## src/hw/rtl/rmq_pkg.sv

```systemverilog
// Shared types, widths and branch codes for the rotation matrix to quaternion block.
// No dependencies; every other file refers to this package by scoped names.
package rmq_pkg;

  // Output word width of the quaternion components.
  localparam int DATA_WIDTH = 32;

  localparam int IN_W   = 32;           // matrix element width
  localparam int FRAC   = 30;           // Q2.30 fraction bits
  localparam int EXT_W  = IN_W + 3;     // room for 1 + three elements
  localparam int RAD_W  = 33;           // clamped radicand, always below 2^33
  localparam int ROOT_W = 32;           // floor(sqrt(rad * 2^30))
  localparam int MAG_W  = IN_W + 1;     // magnitude of a sum of two elements
  localparam int DSH    = 29;           // dividend is magnitude * 2^29
  localparam int QUO_W  = MAG_W + DSH;  // full quotient width
  localparam int SAT_W  = 65;           // work width for saturation

  localparam int FRONT_STAGES = 2;
  localparam int BACK_STAGES  = 1;
  localparam int LATENCY = FRONT_STAGES + ROOT_W + QUO_W + BACK_STAGES;

  typedef enum logic [1:0] {
    BR_TRACE = 2'd0,
    BR_COL0  = 2'd1,
    BR_COL1  = 2'd2,
    BR_COL2  = 2'd3
  } branch_t;

  typedef struct packed {
    logic signed [IN_W-1:0] r00;
    logic signed [IN_W-1:0] r01;
    logic signed [IN_W-1:0] r02;
    logic signed [IN_W-1:0] r10;
    logic signed [IN_W-1:0] r11;
    logic signed [IN_W-1:0] r12;
    logic signed [IN_W-1:0] r20;
    logic signed [IN_W-1:0] r21;
    logic signed [IN_W-1:0] r22;
  } in_t;

  typedef struct packed {
    logic signed [DATA_WIDTH-1:0] quat_x;
    logic signed [DATA_WIDTH-1:0] quat_y;
    logic signed [DATA_WIDTH-1:0] quat_z;
    logic signed [DATA_WIDTH-1:0] quat_w;
    logic [1:0]                   branch_taken;
    logic                         degenerate;
  } out_t;

  // Front end result: radicand plus the three off-diagonal numerators.
  typedef struct packed {
    branch_t               branch;
    logic [RAD_W-1:0]      rad;
    logic [2:0]            neg;
    logic [2:0][MAG_W-1:0] mag;
  } front_t;

  typedef struct packed {
    branch_t               branch;
    logic [ROOT_W-1:0]     root;
    logic [2:0]            neg;
    logic [2:0][MAG_W-1:0] mag;
  } root_t;

  typedef struct packed {
    branch_t               branch;
    logic [ROOT_W-1:0]     root;
    logic [2:0]            neg;
    logic [2:0][QUO_W-1:0] quo;
  } quo_t;

endpackage

```

## src/hw/rtl/rmq_sqrt.sv

```systemverilog
// Pipelined integer square root, one result bit per stage, of rad * 2^30.
// Depends on rmq_pkg.
module rmq_sqrt (
  input  logic             clk,
  input  logic             rst,
  input  logic             in_vld,
  input  rmq_pkg::front_t  in_data,
  output logic             out_vld,
  output rmq_pkg::root_t   out_data
);

  localparam int N  = rmq_pkg::ROOT_W;
  localparam int RW = N + 2;

  logic            vld  [0:N];
  logic [RW-1:0]   rem  [0:N];
  logic [N-1:0]    root [0:N];
  rmq_pkg::front_t side [0:N];

  assign vld[0]  = in_vld;
  assign rem[0]  = '0;
  assign root[0] = '0;
  assign side[0] = in_data;

  for (genvar k = 0; k < N; k++) begin : g_stage
    localparam int P = N - 1 - k;
    logic [2*N-1:0] rv;
    logic [RW+1:0]  sh, trial;
    logic           take;

    always_comb begin
      rv    = {{(2*N-rmq_pkg::RAD_W-rmq_pkg::FRAC){1'b0}}, side[k].rad,
               {rmq_pkg::FRAC{1'b0}}};
      sh    = {rem[k], rv[2*P+1 -: 2]};
      trial = {2'b00, root[k], 2'b01};
      take  = (sh >= trial);
    end

    always_ff @(posedge clk) begin
      if (rst) begin
        vld[k+1] <= 1'b0;
      end else begin
        vld[k+1] <= vld[k];
      end
      rem[k+1]  <= take ? RW'(sh - trial) : RW'(sh);
      root[k+1] <= {root[k][N-2:0], take};
      side[k+1] <= side[k];
    end
  end

  always_comb begin
    out_vld         = vld[N];
    out_data.branch = side[N].branch;
    out_data.root   = root[N];
    out_data.neg    = side[N].neg;
    out_data.mag    = side[N].mag;
  end

endmodule

```

## config.mk

```make
export PLATFORM = sky130hd
export DESIGN_NAME = rmq_sqrt
export DESIGN_NICKNAME = d
export VERILOG_FILES = /design/src/hw/rtl/rmq_pkg.sv /design/src/hw/rtl/rmq_sqrt.sv
export SDC_FILE = /design/constraint.sdc
export NUM_CORES = 2
export LEC_CHECK = 0
export BUFFER_PORTS_ARGS = -buffer_cell sky130_fd_sc_hd__buf_2
export CORE_UTILIZATION = 40
export DETAILED_ROUTE_END_ITERATION = 8
export SYNTH_ARGS = -nofsm -noshare
export SYNTH_HDL_FRONTEND = slang
export SYNTH_SLANG_ARGS = --single-unit
export TNS_END_PERCENT = 1
```

## constraint.sdc

```tcl
create_clock -name clk -period 9.4 [get_ports clk]
set_input_delay 1.88 -clock clk [delete_from_list [all_inputs] [get_ports clk]]
set_output_delay 1.88 -clock clk [all_outputs]
set_load 0.01 [all_outputs]
```

### Word-level counts from Yosys, hierarchy flattened

Index checks and enable logic that the tools add are counted.

* add/sub/neg operators: 31
* mux-type cells: 31
* $lt $le $gt $ge: 32

Operators by type and width (count)
* $mux W34: 30
* $ge A36 B10 Y1: 1
* $ge A36 B11 Y1: 1
* $ge A36 B12 Y1: 1
* $ge A36 B13 Y1: 1
* $ge A36 B14 Y1: 1
* $ge A36 B15 Y1: 1
* $ge A36 B16 Y1: 1
* $ge A36 B17 Y1: 1
* $ge A36 B18 Y1: 1
* $ge A36 B19 Y1: 1
* $ge A36 B20 Y1: 1
* $ge A36 B21 Y1: 1
* $ge A36 B22 Y1: 1
* $ge A36 B23 Y1: 1
* $ge A36 B24 Y1: 1
* $ge A36 B25 Y1: 1
* $ge A36 B26 Y1: 1
* $ge A36 B27 Y1: 1
* $ge A36 B28 Y1: 1
* $ge A36 B29 Y1: 1
* $ge A36 B3 Y1: 1
* $ge A36 B30 Y1: 1
* $ge A36 B31 Y1: 1
* 41 further kinds: 41

* word-level logic and storage cells: 380
* register bits: 5182
* bits of input ports: 140
* output and inout bits: 137

### Depth between registers and ports, before layout

* word-level depth: 2
* gate-level depth with buffers: 14
* gate-level depth less buffers: 14

### Worst setup path after synthesis

OpenSTA, ideal clock, no wires.

* path kind: reg-to-reg
* start point: register rem, in the netlist g_stage[8].sh[23]
* end point: register rem, in the netlist g_stage[9].sh[25]
* path slack: 5.998 ns
* clock period less this slack: 3.402 ns
* buffers on the path: 1
* library setup time: 0.127 ns
* stages on the path, launching flop included: 11
* arrival time: 3.275 ns
* required time: 9.273 ns
* path through: dfxtp_1 > or4_1 > or4_4 > or3_1 > or3_1 > or4_1 > nor3_4 > or3_2 > buf_6 > nor3_1 > xor2_1

* word-level cells in the longest chain between the ends: 2
* elaborated cells on any way between the ends: 3
* classes of those cells: add/sub (1); order compare (1); mux (1)

RTL lines
* start, declared: RTL line rmq_sqrt.sv:16 `logic [RW-1:0] rem [0:N];`
* start signal, assigned by index: RTL line rmq_sqrt.sv:45 `rem[k+1] <= take ? RW'(sh - trial) : RW'(sh);`
* $sub A34 B10 Y34 / $ge A36 B10 Y1 (equally long branches): RTL line rmq_sqrt.sv:45, rmq_sqrt.sv:36
* $mux W34 *: RTL line rmq_sqrt.sv:45

Every way passes the cells marked *; elsewhere a longest branch is shown, timed or not.
A chain may end at the register's enable or synchronous reset.

### Worst setup path in the final report

* start point: register rem, in the netlist g_stage[26].sh[2]
* end point: register rem, in the netlist g_stage[27].sh[35]

* word-level cells in the longest chain between the ends: 2
* elaborated cells on any way between the ends: 3
* classes of those cells: add/sub (1); order compare (1); mux (1)

RTL lines
* $ge A36 B28 Y1: RTL line rmq_sqrt.sv:36 `take = (sh >= trial);`
* via g_stage[26].take: RTL line rmq_sqrt.sv:29 `logic take;`
* $mux W34: RTL line rmq_sqrt.sv:45

The timed path passes the listed nets, and every way through them passes these cells.

==> flow_summary.json <==
{
  "status": "completed",
  "powerDensity_nw_per_um2": 289.0,
  "vias_per_cell": 4.382,
  "dpl.hpwl_um": 157300,
  "mostFrequentLayoutCells": "dfxtp_1 (5144), inv_1 (679), nand2_1 (574)",
  "critical_path_class": "flip-flop to flip-flop",
  "ys_types": 85,
  "synth-async-reset-ratio_pct": 0,
  "ctsResizeCount": 0,
  "port-buffer-count": 276,
  "drv_cap": 0,
  "grt_pass1_wl_um": 363600,
  "layout-drive-gt1-share_pct": 10.13,
  "vias": 75230,
  "antenna_found_initial": 10,
  "p_sw_mw": 10.97,
  "netlist.top_cell.by_area": "dfxtp_1",
  "dp_slack_ns": 4.689,
  "skew_ns": 0.08395,
  "critPathMaxStageDelay_ns": 0.85,
  "clk_pin_slew_ns": 0.06,
  "syn_area_per_cell_um2": 12.48,
  "gp_congestion": 0.8675,
  "cts_hold_buffers": 0,
  "layout_commonest_cell": "dfxtp_1",
  "p_comb_share_pct": 7.2,
  "startpoint_type": "flip-flop",
  "die_x_um": 601.1,
  "yosys-top-cells-area": "dfxtp_1 (72%), ha_1 (4.6%), xor2_1 (2.7%)",
  "finalHoldViolations": 0,
  "max_freq_mhz": 214.2,
  "syn_inst": 11500,
  "drc": 0,
  "core_area_um2": 356500,
  "cts_max_level": 5,
  "cts_sinks": 5144,
  "cts_buffers": 481,
  "power_frac_clock_pct": 40.8,
  "crit_path_end_kind": "flip-flop",
  "critPathSlowestCell": "o41ai_1",
  "die_area_um2": 361300,
  "post_cts_buffers": 0,
  "period_share_pct": 49.66,
  "cp_top_family": "compound AO/OA/AOI/OAI gates",
  "cts_tree": "yes",
  "regArea_um2": 103000,
  "synth_top_area_share_pct": 71.72,
  "path_cells": "ha_1 > fa_1 > a21oi_1 > nor2_1 > o311ai_0 > a21oi_1 > o41ai_1 > o21ai_0 > nor2_2 > buf_4 > inv_1 > nand2_1 > nor2_1 > xor2_1",
  "ant_nets": 0,
  "clock_path_buffers": 4,
  "fin_tns_setup_ns": 0,
  "row_count": 219,
  "tightest_slew_ns": 1.238,
  "synth_warnings": 0,
  "multiInputGateArea_um2": 36680,
  "critPathMaxFanout": 52,
  "clk-insertion-delay-late_ns": 0.94,
  "cts_root_buf": "clkbuf_16",
  "finalWorstSetupSlack_ns": 4.732,
  "rsz0062_at_grt": "no",
  "period_minus_slack_ns": 4.668,
  "grt_max_degree": 57,
  "areaGrowthSynthToFinish_pct": 15.89,
  "arrival_ns": 5.44,
  "fillers": 31900,
  "ys_seq_area_share_pct": 71.72,
  "routedWlPerCell_um": 13.04,
  "nets": 12700,
  "worstHoldPathType": "flip-flop to flip-flop",
  "setup_violations": 0,
  "fin_util_pct": 46.68,
  "start_util_pct": 40.28,
  "worstPathRequired_ns": 10.17,
  "synth-main-ff-cell": "dfxtp_1",
  "syn_nets": 12190,
  "swShare_pct": 22.82,
  "post_synth_instance_area_um2": 143600,
  "place_area_um2": 149700,
  "track_usage_pct": 12.12,
  "first_pass_iters": 6,
  "first_iter_violations": 3189,
  "leakage_nw": 74.08,
  "die-height_um": 601.1,
  "maxSlewHeadroom_pct": 17.22,
  "cp_num_buf_inv": 2,
  "pwr-share-seq_pct": 52.1,
  "grt_pass1_vias": 74410,
  "timing.final.max_slew_violations": 0,
  "wl_um": 223900,
  "final_cell_area_um2": 166400,
  "intPower_mw": 37.12,
  "ir_drop_mv": 0.1839,
  "io_pins": 277,
  "grt.overflow.total": 0,
  "synth_edf_count": 0,
  "ys_ff_latch": 5144
}
-- final timing paths --
kind,startpoint,to,slack [ns],cells past startpoint
setup / recovery,g_stage[26].sh[2],g_stage[27].sh[35],4.73,14
hold / removal,side[969],side[832],0.28,0
setup reg to reg,g_stage[26].sh[2],g_stage[27].sh[35],4.73,14
hold reg to reg,side[969],side[832],0.28,0
-- metal layers --
layer / GRT usage [%] / part of all wire (%)
met5: 0 / 0.0049
met4: 6.186 / 5.0
met3: 2.081 / 3.7
met2: 22.85 / 50
met1: 12.86 / 41
-- synth_stat cells, drive strengths merged (14+ instances only) --
cell,n
a2111oi,19
a211o,15
a211oi,73
a21o,204
a21oi,542
a31oi,50
and2,32
and3,36
buf,128
clkbuf,142
dfxtp,5144
fa,14
ha,531
inv,681
mux2,71
nand2,574
nand2b,95
nand3,137
nand3b,15
nand4,62
nand4b,14
nor2,540
nor2b,102
nor3,239
nor3b,17
nor4,122
o2111ai,17
o211ai,35
o21a,90
o21ai,450
o21bai,65
o31ai,64
o41ai,14
or2,51
or3,98
or4,70
xnor2,336
xor2,442
-- cells by family after synthesis --
kind of cell	share of synthesized area (%)
AOI/OAI and AO/OA	7.540
xor gates and xnor gates	4.746
adders and majority gates	4.823
buffers and inverters	2.777
DFF	71.72
muxes	0.6057
other	0.002612
and+or+nand+nor	7.784
-- state kept, by name, indices dropped and copies added, names as in the netlist --
signal / cells
g_stage.rv: 272
g_stage.sh: 984
g_stage.trial: 496
out_data: 136
out_vld: 1
side: 3224
vld: 31
-- power groups by stage --
stage          clock network (mW)  registers (mW)  logic [mW]
2_1_floorplan                   0            25.1        2.76
3_3_place_gp                    0            25.5        3.44
3_5_place_dp                    0            25.5        3.46
4_1_cts                      20.3            25.1        3.48
5_1_grt                      21.2            25.3        3.89
6_report                     19.6            25.0        3.45
-- stage by stage --
step,total power [mW],hold WS [ns],cells
detailed placement,28.99,0.3121,16280
global placement,28.95,0.3095,16280
floorplan,27.83,0.3096,11500
CTS,48.84,0.2783,17170
finish,48.09,0.2765,17170
global route,50.36,0.2758,17170
-- layout make-up --
cell class                      instances  area share, %
Clock buffer                          673          8.287
Timing Repair Buffer                  301         0.9429
Clock inverter                        208          1.718
Multi-Input combinational cell       5405          22.04
Sequential cell                      5144          61.89
Inverter                              683          1.541
Tap cell                             4751          3.573
Antenna cell                            4       0.006016
No activity file was read; power rests on OpenSTA's default activity.
