**src/hw/rtl/rmq_pkg.sv**
```systemverilog
// Shared types, widths and branch codes for the rotation matrix to quaternion block.
// No dependencies; every other file refers to this package by scoped names.
package rmq_pkg;

  // Output word width of the quaternion components.
  localparam int DATA_WIDTH = 32;

  localparam int IN_W   = 32;           // matrix element width
  localparam int FRAC   = 30;           // Q2.30 fraction bits
  localparam int EXT_W  = IN_W + 3;     // room for 1 + three elements
  localparam int RAD_W  = 33;           // clamped radicand, always below 2^33
  localparam int ROOT_W = 32;           // floor(sqrt(rad * 2^30))
  localparam int MAG_W  = IN_W + 1;     // magnitude of a sum of two elements
  localparam int DSH    = 29;           // dividend is magnitude * 2^29
  localparam int QUO_W  = MAG_W + DSH;  // full quotient width
  localparam int SAT_W  = 65;           // work width for saturation

  localparam int FRONT_STAGES = 2;
  localparam int BACK_STAGES  = 1;
  localparam int LATENCY = FRONT_STAGES + ROOT_W + QUO_W + BACK_STAGES;

  typedef enum logic [1:0] {
    BR_TRACE = 2'd0,
    BR_COL0  = 2'd1,
    BR_COL1  = 2'd2,
    BR_COL2  = 2'd3
  } branch_t;

  typedef struct packed {
    logic signed [IN_W-1:0] r00;
    logic signed [IN_W-1:0] r01;
    logic signed [IN_W-1:0] r02;
    logic signed [IN_W-1:0] r10;
    logic signed [IN_W-1:0] r11;
    logic signed [IN_W-1:0] r12;
    logic signed [IN_W-1:0] r20;
    logic signed [IN_W-1:0] r21;
    logic signed [IN_W-1:0] r22;
  } in_t;

  typedef struct packed {
    logic signed [DATA_WIDTH-1:0] quat_x;
    logic signed [DATA_WIDTH-1:0] quat_y;
    logic signed [DATA_WIDTH-1:0] quat_z;
    logic signed [DATA_WIDTH-1:0] quat_w;
    logic [1:0]                   branch_taken;
    logic                         degenerate;
  } out_t;

  // Front end result: radicand plus the three off-diagonal numerators.
  typedef struct packed {
    branch_t               branch;
    logic [RAD_W-1:0]      rad;
    logic [2:0]            neg;
    logic [2:0][MAG_W-1:0] mag;
  } front_t;

  typedef struct packed {
    branch_t               branch;
    logic [ROOT_W-1:0]     root;
    logic [2:0]            neg;
    logic [2:0][MAG_W-1:0] mag;
  } root_t;

  typedef struct packed {
    branch_t               branch;
    logic [ROOT_W-1:0]     root;
    logic [2:0]            neg;
    logic [2:0][QUO_W-1:0] quo;
  } quo_t;

endpackage

```
**src/hw/rtl/rmq_front.sv**
```systemverilog
// Front end: input register, then trace / branch selection, radicand and numerators.
// Depends on rmq_pkg.
module rmq_front (
  input  logic                      clk,
  input  logic                      rst,
  input  logic                      in_vld,
  input  rmq_pkg::in_t              in_data,
  input  logic [30:0]               thr,
  output logic                      out_vld,
  output rmq_pkg::front_t           out_data
);

  localparam int EW = rmq_pkg::EXT_W;
  localparam int MW = rmq_pkg::MAG_W;
  localparam logic signed [EW-1:0] ONE = EW'(64'd1 << rmq_pkg::FRAC);

  logic         vld1;
  rmq_pkg::in_t mat;

  logic signed [EW-1:0] e00, e11, e22, t, rad_s, thr_s;
  logic signed [MW-1:0] n_d21m12, n_d02m20, n_d10m01, n_s10p01, n_s02p20, n_s21p12;
  logic signed [MW-1:0] n0, n1, n2;
  rmq_pkg::branch_t     br;
  rmq_pkg::front_t      fr;

  function automatic logic [MW-1:0] mag_of(input logic signed [MW-1:0] n);
    mag_of = n[MW-1] ? MW'(-n) : n;
  endfunction

  always_ff @(posedge clk) begin
    if (rst) begin
      vld1 <= 1'b0;
    end else begin
      vld1 <= in_vld;
    end
    mat <= in_data;
  end

  always_comb begin
    e00   = EW'(mat.r00);
    e11   = EW'(mat.r11);
    e22   = EW'(mat.r22);
    t     = ONE + e00 + e11 + e22;
    thr_s = $signed({{(EW-31){1'b0}}, thr});

    n_d21m12 = MW'(mat.r21) - MW'(mat.r12);
    n_d02m20 = MW'(mat.r02) - MW'(mat.r20);
    n_d10m01 = MW'(mat.r10) - MW'(mat.r01);
    n_s10p01 = MW'(mat.r10) + MW'(mat.r01);
    n_s02p20 = MW'(mat.r02) + MW'(mat.r20);
    n_s21p12 = MW'(mat.r21) + MW'(mat.r12);

    if (t > thr_s) begin
      br = rmq_pkg::BR_TRACE;
    end else if (mat.r00 > mat.r11 && mat.r00 > mat.r22) begin
      br = rmq_pkg::BR_COL0;
    end else if (mat.r11 > mat.r22) begin
      br = rmq_pkg::BR_COL1;
    end else begin
      br = rmq_pkg::BR_COL2;
    end

    // Numerators in slot order x, y, z, w with the diagonal slot skipped.
    unique case (br)
      rmq_pkg::BR_TRACE: begin
        rad_s = t;
        n0 = n_d21m12; n1 = n_d02m20; n2 = n_d10m01;
      end
      rmq_pkg::BR_COL0: begin
        rad_s = ONE + e00 - e11 - e22;
        n0 = n_s10p01; n1 = n_s02p20; n2 = n_d21m12;
      end
      rmq_pkg::BR_COL1: begin
        rad_s = ONE + e11 - e00 - e22;
        n0 = n_s10p01; n1 = n_s21p12; n2 = n_d02m20;
      end
      default: begin
        rad_s = ONE + e22 - e00 - e11;
        n0 = n_s02p20; n1 = n_s21p12; n2 = n_d10m01;
      end
    endcase

    fr.branch = br;
    // Clamp a negative radicand to zero.
    fr.rad    = rad_s[EW-1] ? '0 : rad_s[rmq_pkg::RAD_W-1:0];
    fr.neg    = {n2[MW-1], n1[MW-1], n0[MW-1]};
    fr.mag[0] = mag_of(n0);
    fr.mag[1] = mag_of(n1);
    fr.mag[2] = mag_of(n2);
  end

  always_ff @(posedge clk) begin
    if (rst) begin
      out_vld <= 1'b0;
    end else begin
      out_vld <= vld1;
    end
    out_data <= fr;
  end

endmodule

```
**config.mk**
```make
export PLATFORM = sky130hd
export DESIGN_NAME = rmq_front
export DESIGN_NICKNAME = d
export VERILOG_FILES = /design/src/hw/rtl/rmq_pkg.sv /design/src/hw/rtl/rmq_front.sv
export SDC_FILE = /design/constraint.sdc
export NUM_CORES = 2
export LEC_CHECK = 0
export BUFFER_PORTS_ARGS = -buffer_cell sky130_fd_sc_hd__buf_2
export CORE_MARGIN = 8
export CORE_UTILIZATION = 40
export CTS_BUF_LIST = sky130_fd_sc_hd__clkbuf_4 sky130_fd_sc_hd__clkbuf_8 sky130_fd_sc_hd__clkbuf_16
export CTS_CLUSTER_SIZE = 16
export DETAILED_ROUTE_END_ITERATION = 10
export GPL_TIMING_DRIVEN = 0
export PLACE_DENSITY_LB_ADDON = 0.2
export SLEW_MARGIN = 10
export SYNTH_ARGS = -nofsm -noshare
export SYNTH_HDL_FRONTEND = slang
export SYNTH_SLANG_ARGS = --single-unit
export TNS_END_PERCENT = 10
```
**constraint.sdc**
```tcl
create_clock -name clk -period 21.1 [get_ports clk]
set_clock_uncertainty 0.1 [all_clocks]
set_input_delay 4.22 -clock clk [delete_from_list [all_inputs] [get_ports clk]]
set_output_delay 4.22 -clock clk [all_outputs]
set_load 0.01 [all_outputs]
```
# Word level (Yosys, flattened, before mapping)
# Index checks and enable logic that the tools add are counted.
# classes
reduce_logical	3
eq_ne	2
n_lt_le_gt_ge	4
n_addsub	20
n_mux	10
# op_table
op	n
33-bit one-hot mux with 2 select lines	3
35-bit one-hot mux with 3 select lines	1
34-bit by 32-bit subtractor with 35-bit output	3
33-bit by 32-bit subtractor with 34-bit output	3
32-bit by 32-bit adder with 33-bit output	3
32-bit by 32-bit adder with 33-bit output, first input constant	3
33-bit negator	3
32-bit by 32-bit subtractor with 33-bit output	3
32-bit > comparator	3
32-bit 2-to-1 mux	3
34-bit by 32-bit adder with 35-bit output	1
35-bit by 32-bit > comparator with 1-bit output	1
33-bit by 32-bit adder with 34-bit output	1
2-bit 2-to-1 mux	2
2-bit by 1-bit == test with 1-bit output, second input constant	1
2-bit == test, second input constant	1
2-bit zero test	1
2-bit OR reduction	1
1-bit logical AND	1
1-bit 2-to-1 mux	1
# word_totals
reg_bits	427
out_inout_bits	138
elab_cells	59

# Depth between registers and ports, before layout
# logic_depth
word_depth	10
depth_mapped	41

# Worst setup path after synthesis
# No wires, ideal clock.
# synth_path
path_kind	input-to-reg
start	in thr[25]
end	reg out_data[43] (netlist bit)
path_buffers	10
arrival_time_ns	9.859
setup_ns	0.124
path_stages	29
required_ns	20.876
setup_slack_ns	11.017
cell_sequence	inv_1 > ha_1 > nand4_1 > nor4_1 > a221o_1 > a211oi_1 > o21ai_0 > o21ai_0 > nand4_1 > a32o_1 > buf_2 > or2_2 > buf_2 > buf_2 > buf_2 > buf_2 > ha_1 > clkbuf_1 > clkbuf_1 > clkbuf_1 > clkbuf_1 > clkbuf_1 > a22o_1 > a21oi_1 > ha_1 > and3_1 > mux2i_1 > o21ai_0 > xor2_1
# synth_rtl
item	line_no	source
start: declaration	rmq_front.sv:8	input logic [30:0] thr,
end signal: assignment	rmq_front.sv:98	out_data <= fr;
end: declaration	rmq_front.sv:10	output rmq_pkg::front_t out_data

==> results_dict.tcl <==
set metrics [dict create \
    synth-edff-count 0 \
    grt_pass1_wl_mm 234 \
    hold_violations 0 \
    wl_per_cell_um 24.5 \
    yosysSeqAreaShare_pct 21.5 \
    first_pass_iters 6 \
    setup_tns_ns 0 \
    place.gp.congestion 0.988 \
    routed_wl_mm 159 \
    arrival_ns 13.84 \
    dieArea_mm2 0.110 \
    root_buffer "clkbuf_16" \
    crit_path_end_kind "flip-flop" \
    cts_made_buffers 48 \
    hold_buffers 0 \
    netlist_area_mm2 0.0399 \
    async_flop_share_pct 0 \
    post-place-ws_ns 7.37 \
    fmax_mhz 74.5 \
    worstSetupPathType "input pin to flip-flop" \
    clk_path_buf_depth 3 \
    cts_tree "yes" \
    worst_pin_slew_ns 1.31 \
    holdWs_ns 0.363 \
    setup_viol 0 \
    nets 6239 \
    die_h_um 332 \
    start_util_pct 40.4 \
    core-area_mm2 0.0986 \
    antenna_found_initial 23 \
    synth_top_area_cell "dfxtp_1" \
    slew_viol_final 0 \
    vdd_drop_max_mv 0.0787 \
    syn_nets 5729 \
    power_leakage_uw 0.0209 \
    first_global_vias 36804 \
    ys_types 108 \
    cts_sinks 427 \
    grt_max_degree 16 \
    drtAntennaViolNets 0 \
    area_delta_synth_final_pct 14.2 \
    ys_seq_elements 427 \
    h-tree-depth 2 \
    synthTopCellsByArea "dfxtp_1 (21%), ha_1 (19%), fa_1 (7.1%), xnor2_1 (5.4%), a21oi_1 (4.6%)" \
    dp_cells 6397 \
    grt_usage_pct 27.6 \
    crit_family "buffers and inverters" \
    drc 0 \
    fin_util_pct 46.2 \
    ys_warn_count 0 \
    cp_max_fo 11 \
    rsz0062_at_grt "false" \
    hpwlAfterDp_mm 133 \
    via_count 37058 \
    powerDensity_mw_per_mm2 111 \
    drt-initial-drc-count 3573 \
    drive_gt1_share_pct 13.2 \
    post_cts_buffers 0 \
    min_period_over_period_pct 63.6 \
    slowest_stage "clkbuf_1" \
    fin_ws_ns 7.68 \
    fp-row-count 115 \
    hp-class "flip-flop to flip-flop" \
    slew_headroom_pct 12.3 \
    fin_cells 6502 \
    postSynthAreaPerCell_um2 8.57 \
    avgViaCountPerCell 5.70 \
    clkSlewWorstSetupHoldPaths_ns 0.07 \
    io_buffers 459 \
    cts_resized 0 \
    ios 460 \
    gr-total-overflow 0 \
    netlist_instances 4650 \
    drv_cap 0 \
    ys.flop_type "dfxtp_1" \
    path_buf_inv 12 \
    outcome "completed" \
    clkLatencyLatePin_ns 0.65 \
    critical-path-max-stage-delay_ns 0.86 \
    required_ns 21.52 \
    start_kind "input pin" \
    fp.dieW_um 332 \
    synth_top_area_share_pct 21.5 \
    fin_crit_ns 13.42 \
    cp_common_cell "buf_2" \
]
layout make-up:
type / count / area (µm²)
clock buffers: 56 / 1270
clock inverters: 34 / 418
inverters: 427 / 1600
diodes: 15 / 37.5
repair buffers: 460 / 2300
well taps: 1287 / 1610
flip-flops and latches: 427 / 8550
fillers: 9878 / 53100
plain buffers: 157 / 654
multi-input cells: 3639 / 29100
kinds of logic (layout without fill, tap and decap cells):
logic type / after synthesis / count (layout) / synth area share (%)
AOI/OAI and AO/OA: 1364 / 1364 / 23.4
and+or+nand+nor: 1140 / 1140 / 14.5
adders and majority gates: 757 / 757 / 26.4
buffers and inverters: 584 / 1134 / 5.66
DFF: 427 / 427 / 21.5
xor gates and xnor gates: 322 / 322 / 7.08
muxes: 56 / 56 / 1.46
other: 0 / 15 / 0
where the power goes:
| group | leakage, µW | switching, µW | internal (µW) |
|---|---|---|---|
| Sequential | 0.00360 | 66.9 | 992 |
| Combinational | 0.0165 | 2060 | 1040 |
| Clock | 0.000832 | 366 | 525 |
| Total | 0.0209 | 2500 | 2560 |
cells in the mapped netlist, types with 48 or more instances:
cell      number
nand2b_1      60
xnor2_1      244
dfxtp_1      427
a221oi_1      68
a21o_1       103
a211oi_1      72
nor2_1       309
a21oi_1      365
inv_1        418
nand3_1       83
o21ai_0      215
nand2_1      231
nor3_1        96
ha_1         615
or3_1         48
xor2_1        78
o21bai_1      55
o31ai_1       54
clkbuf_1     118
nor2b_1       63
fa_1         142
state kept, by name, indices dropped and copies added (netlist names):
name and count:
e00 32, e11 32, e22 32, mat 192, out_data 137, out_vld 1
vld1 1
per-layer routing:
metal	track usage (%)	vias up	wire [µm]
met1	36.1	17625	66400
met5	0	-	75
met2	44.6	1517	70900
met3	4.83	299	13500
met4	12.2	10	8010
li1	-	17607	-
final timing paths:
check / start / end / slack, ns / depth (start not counted)
worst max-delay path: thr[25] / out_data[41] / 7.68 / 30
worst min register to register: vld1 / out_vld / 0.36 / 1
worst max register to register: e00[1] / out_data[41] / 7.92 / 38
worst min-delay path: vld1 / out_vld / 0.36 / 1
per-stage QoR:
step	instance area, µm²	total power, µW
2_1_floorplan	39900	2910
3_3_place_gp	43800	4090
3_5_place_dp	43800	4080
4_1_cts	45500	5020
5_1_grt	45500	5310
6_report	45500	5060
layout by cell type (no fill, tap or decap), types with 142 or more instances in the layout:
cell type / instances
ha_1: 615
buf_2: 485
dfxtp_1: 427
inv_1: 418
a21oi_1: 365
nor2_1: 309
xnor2_1: 244
nand2_1: 231
o21ai_0: 215
fa_1: 142
(Power assumes the default switching activity.)
